[config.mk]
export PLATFORM = sky130hd
export DESIGN_NAME = nfe_cmd_fifo
export DESIGN_NICKNAME = d
export VERILOG_FILES = /design/src/hw/rtl/nfe_pkg.sv /design/src/hw/rtl/nfe_cmd_fifo.sv
export VERILOG_INCLUDE_DIRS = /design/src /design/src/hw/rtl
export SDC_FILE = /design/constraint.sdc
export NUM_CORES = 1
export LEC_CHECK = 0
export BUFFER_PORTS_ARGS = -buffer_cell sky130_fd_sc_hd__buf_4
export CAP_MARGIN = 20
export CORE_AREA = 2 2 76 78
export DETAILED_ROUTE_END_ITERATION = 10
export DIE_AREA = 0 0 78 80
export PLACE_DENSITY = 0.89
export SYNTH_ARGS = -nofsm -noshare
export SYNTH_HDL_FRONTEND = slang
export SYNTH_SLANG_ARGS = --single-unit
[constraint.sdc]
create_clock -name clk -period 6.35 [get_ports clk]
set_input_delay 0 -clock clk [delete_from_list [all_inputs] [get_ports clk]]
set_output_delay 0 -clock clk [all_outputs]
set_load 0.03 [all_outputs]
[src/hw/rtl/assert_macros.svh]
// assertion macros shared by the rtl files
`ifndef ASSERT_MACROS_SVH
`define ASSERT_MACROS_SVH

// expression holds at every clock edge out of reset
`define ASSERT_ALWAYS(label, expr, msg) \
    label: assert property (@(posedge clk) disable iff (!rst_n) (expr)) \
        else $error(msg);

// consequent holds in the same cycle as the antecedent
`define ASSERT_IMPLIES(label, ante, cons, msg) \
    label: assert property (@(posedge clk) disable iff (!rst_n) (ante) |-> (cons)) \
        else $error(msg);

`endif

[src/hw/rtl/nfe_pkg.sv]
// types and constants of the nor flash emulation store
`timescale 1ns / 1ps
`default_nettype none

package nfe_pkg;

    localparam int SECTOR_BYTES = 4096;
    localparam int SECTOR_COUNT = 2;
    localparam int STORE_BYTES  = SECTOR_BYTES * SECTOR_COUNT;
    localparam int ADDR_W       = $clog2(STORE_BYTES);
    localparam int FIFO_DEPTH   = 2;

    localparam logic [7:0] ERASED_BYTE = 8'hFF;

    localparam logic [1:0] OP_READ  = 2'd0;
    localparam logic [1:0] OP_WRITE = 2'd1;
    localparam logic [1:0] OP_ERASE = 2'd2;

    typedef struct packed {
        logic [1:0]  operation;
        logic [31:0] start_address;
        logic [31:0] transfer_length;
        logic [31:0] byte_offset;
        logic [31:0] end_address;
        logic [7:0]  write_data;
    } req_t;

    typedef struct packed {
        logic       status;
        logic [7:0] read_data;
    } rsp_t;

    typedef enum logic [1:0] {
        CMD_READ,
        CMD_WRITE,
        CMD_ERASE,
        CMD_ERROR
    } cmd_kind_t;

    typedef struct packed {
        cmd_kind_t         kind;
        logic [ADDR_W-1:0] addr;
        logic [ADDR_W-1:0] stop_addr;
        logic [7:0]        wdata;
    } cmd_t;

endpackage

`default_nettype wire

[src/hw/rtl/nfe_cmd_fifo.sv]
// short command queue between front end and back end
`timescale 1ns / 1ps
`default_nettype none
`include "assert_macros.svh"

module nfe_cmd_fifo
    import nfe_pkg::*;
(
    input  var logic clk,
    input  var logic rst_n,
    input  var logic push,
    input  var cmd_t push_cmd,
    output var logic full,
    input  var logic pop,
    output var logic cmd_valid,
    output var cmd_t cmd
);

    localparam int PTR_W = (FIFO_DEPTH > 1) ? $clog2(FIFO_DEPTH) : 1;
    localparam int CNT_W = $clog2(FIFO_DEPTH + 1);

    cmd_t             slot_reg [FIFO_DEPTH];
    logic [PTR_W-1:0] wr_ptr_reg;
    logic [PTR_W-1:0] wr_ptr_next;
    logic [PTR_W-1:0] rd_ptr_reg;
    logic [PTR_W-1:0] rd_ptr_next;
    logic [CNT_W-1:0] count_reg;
    logic [CNT_W-1:0] count_next;

    assign full      = (count_reg == CNT_W'(FIFO_DEPTH));
    assign cmd_valid = (count_reg != '0);
    assign cmd       = slot_reg[rd_ptr_reg];

    always_comb
    begin
        wr_ptr_next = wr_ptr_reg;
        rd_ptr_next = rd_ptr_reg;
        count_next  = count_reg;
        if (push)
        begin
            wr_ptr_next = (wr_ptr_reg == PTR_W'(FIFO_DEPTH - 1)) ? '0
                          : wr_ptr_reg + PTR_W'(1);
        end
        if (pop)
        begin
            rd_ptr_next = (rd_ptr_reg == PTR_W'(FIFO_DEPTH - 1)) ? '0
                          : rd_ptr_reg + PTR_W'(1);
        end
        if (push && !pop)
        begin
            count_next = count_reg + CNT_W'(1);
        end
        else if (pop && !push)
        begin
            count_next = count_reg - CNT_W'(1);
        end
    end

    always_ff @(posedge clk or negedge rst_n)
    begin
        if (!rst_n)
        begin
            wr_ptr_reg <= '0;
            rd_ptr_reg <= '0;
            count_reg  <= '0;
        end
        else
        begin
            wr_ptr_reg <= wr_ptr_next;
            rd_ptr_reg <= rd_ptr_next;
            count_reg  <= count_next;
        end
    end

    always_ff @(posedge clk)
    begin
        if (push)
        begin
            slot_reg[wr_ptr_reg] <= push_cmd;
        end
    end

    `ASSERT_IMPLIES(a_no_push_when_full, push, !full, "push into full command queue")
    `ASSERT_IMPLIES(a_no_pop_when_empty, pop, count_reg != '0, "pop from empty command queue")

endmodule

`default_nettype wire

==> impl_results.md <==
* Status: finished clean
* Root Driver: clkbuf_8
* Slowest CP cell: dfrtp_2
* Register area share after synthesis at 77.0%
* Fin crit share at 32.0%
* Mapped Area at 0.00294 mm^2
* Share of cells above drive strength 1 at 51.8%
* Synth unique cells at 14
* Critical Path End Type: primary output
* Worst-Margin Slew at 1.09 ns
* Final Critical Period at 2.03 ns
* # setup viols final at 0
* Avg WL per Cell at 16.3 um
* Final core utilization at 77.4%
* Net count, final at 293
* Clk slew on worst S/H paths at 0.08 ns
* Port Buffers at 77
* DRT Pass-1 Iters at 4
* GRT Max-Usage Layer: met2
* Clock Path Buffers at 2
* H-tree levels at 3
* Sink Count at 76
* Final Non-Filler Cells at 329
* Startpoint Class: flop
* #FFs+latches synth at 76
* Req. time, crit path at 6.35 ns
* Core Area at 0.00541 mm^2
* Largest net degree at the start of global routing at 38
* Clock latency on the worst-skew pair at 0.33 ns
* Slew Limit Fails at 0
* Cts bufs inserted at 9
* Setup TNS at 0 ns
* Ant diodes at 0
* Vias in the first global route at 1693
* Initial Util at 54.3%
* Final Hold Violating Endpoints at 0
* Yosys warning total at 0
* Cells after Synth at 128
* CP delay by family, top: flip-flops
* Site row count at 27
* Rel. slew slack at 27.5%
* GP Congestion at 0.669
* Area Overhead vs Synth at 42.4%
* Initial antenna violation count at 0
* # IOs at 78
* RSZ-0062 raised after global routing: false
* Largest register FFs at 72
* Arr. time, crit path at 2.03 ns
* Routed Antenna Nets at 0
* GR Util met2 at 31.5%
* Critical Path Max Stage Delay at 1.09 ns
* CP bufs+invs at 1
* Average size of a mapped cell at 22.9 um^2
* CP Cell Sequence: mux2_2 -> buf_4
* Pwr Density at 448 mW/mm^2
* Number of fill cells in the layout at 303
* Post-detail-place hpwl at 2860 um
* Routed wire length at 5370 um
* CTS tree: yes
* Post-CTS setup repair buffer count at 0
* Global-route wire length before repair at 8180 um
* Placed Cells incl. Taps at 273
* Chip Height at 80 um
* Vias per cell at 4.77
* Die width at 78 um
* Hold Slack at 0.392 ns
* DR DRC count at 0
* Grt met1 use at 20.9%
* Initial DRC count at 58
* Worst VDD drop at 0.328 mV
* Mapped Nets at 169
* Met3 Use GR at 6.00%
* HP Class: in2reg
* LEAKAGE at 1.69 nW
* Max-Cap Viols at 0
* Clk_skew at 0.00565 ns
* Grt total ovfl at 0
* Peak Freq at 0.492 GHz
* Crit-path max FO at 37
* GR Util All Layers at 17.9%
* Critical path type: reg2out
* Full die area at 0.00624 mm^2
* Vias post-DR at 1568
[final cells by class]
| cell class | count | area (um^2) | area share (%) |
|---|---|---|---|
| repair buffers | 117 | 978 | 23.4 |
| clock inverters | 7 | 115 | 2.75 |
| inverters | 1 | 3.75 | 0.0897 |
| multi-input cells | 47 | 608 | 14.5 |
| well taps | 72 | 90.1 | 2.15 |
| flip-flops and latches | 76 | 2260 | 54.1 |
| clock buffers | 9 | 124 | 2.96 |
[placed cells by master (no fill, tap or decap), types with 2 or more instances in the layout]
master | netlist | layout
xor2_1 | 4 | 4
dlygate4sd3_1 | 0 | 40
clkinvlp_4 | 0 | 2
dfrtp_1 | 4 | 3
mux2_4 | 29 | 29
mux2_2 | 7 | 7
clkbuf_8 | 0 | 9
clkinv_2 | 0 | 2
edfxtp_1 | 72 | 72
buf_4 | 0 | 77
bufinv_16 | 0 | 3
[final timing paths]
kind / depth (start not counted) / to / start / slack [ns]
max in group asynchronous: 3 / rd_ptr_reg / rst_n / 5.58
setup reg to reg: 1 / slot_reg[0][34] / wr_ptr_reg / 4.72
hold / removal: 2 / slot_reg[1][12] / push_cmd[12] / 0.39
setup / recovery: 2 / cmd[22] / rd_ptr_reg / 4.32
hold reg to reg: 1 / count_reg[1] / count_reg[1] / 0.52
min in group asynchronous: 3 / wr_ptr_reg / rst_n / 0.58
[cells by family (layout without fill, tap and decap cells)]
family	count (synthesis)	after routing	synth area share, %
xor+xnor	5	5	1.49
fa+ha+maj	1	1	0.426
buf+inv	5	134	2.56
flops	76	76	77.0
mux	36	36	17.5
simple gates	5	5	0.980
[synthesized netlist by cell type]
| library cell | n | area share (%) |
|---|---|---|
| xor2_1 | 4 | 1.2 |
| edfxtp_1 | 72 | 74 |
| mux2_2 | 7 | 2.7 |
| buf_6 | 1 | 0.38 |
| or2_2 | 1 | 0.21 |
| nor2b_1 | 2 | 0.43 |
| ha_1 | 1 | 0.43 |
| and2_1 | 1 | 0.21 |
| buf_12 | 3 | 2.0 |
| inv_1 | 1 | 0.13 |
| mux2_4 | 29 | 15 |
| xnor2_1 | 1 | 0.30 |
| dfrtp_1 | 4 | 3.4 |
| nor2_1 | 1 | 0.13 |
[metrics by stage]
stage	worst slack (ns)	instance area (um^2)	power, mW
2_1_floorplan	3.90	2940	1.25
3_3_place_gp	4.67	3540	1.42
3_5_place_dp	4.66	3540	1.43
4_1_cts	4.30	4180	1.88
5_1_grt	4.24	4180	1.94
6_report	4.32	4180	1.87
[layer usage]
metal	share of wire [%]	up-vias
met5	0	-
met4	0.67	0
met3	5.8	6
met2	54	64
met1	40	754
li1	-	744
[what timing repair did]
item                                   CTS  global route
hold buffers                            40             0
endpoints found under the hold margin   78             0
resized for setup                        0             0
[report_power, final]
group / switching [mW] / internal (mW) / total [mW]
clock: 0.172 / 0.260 / 0.431
sequential: 0.0935 / 0.668 / 0.762
combinational: 0.351 / 0.331 / 0.682
total: 0.616 / 1.26 / 1.87
Power figures use the tool's default switching activity.
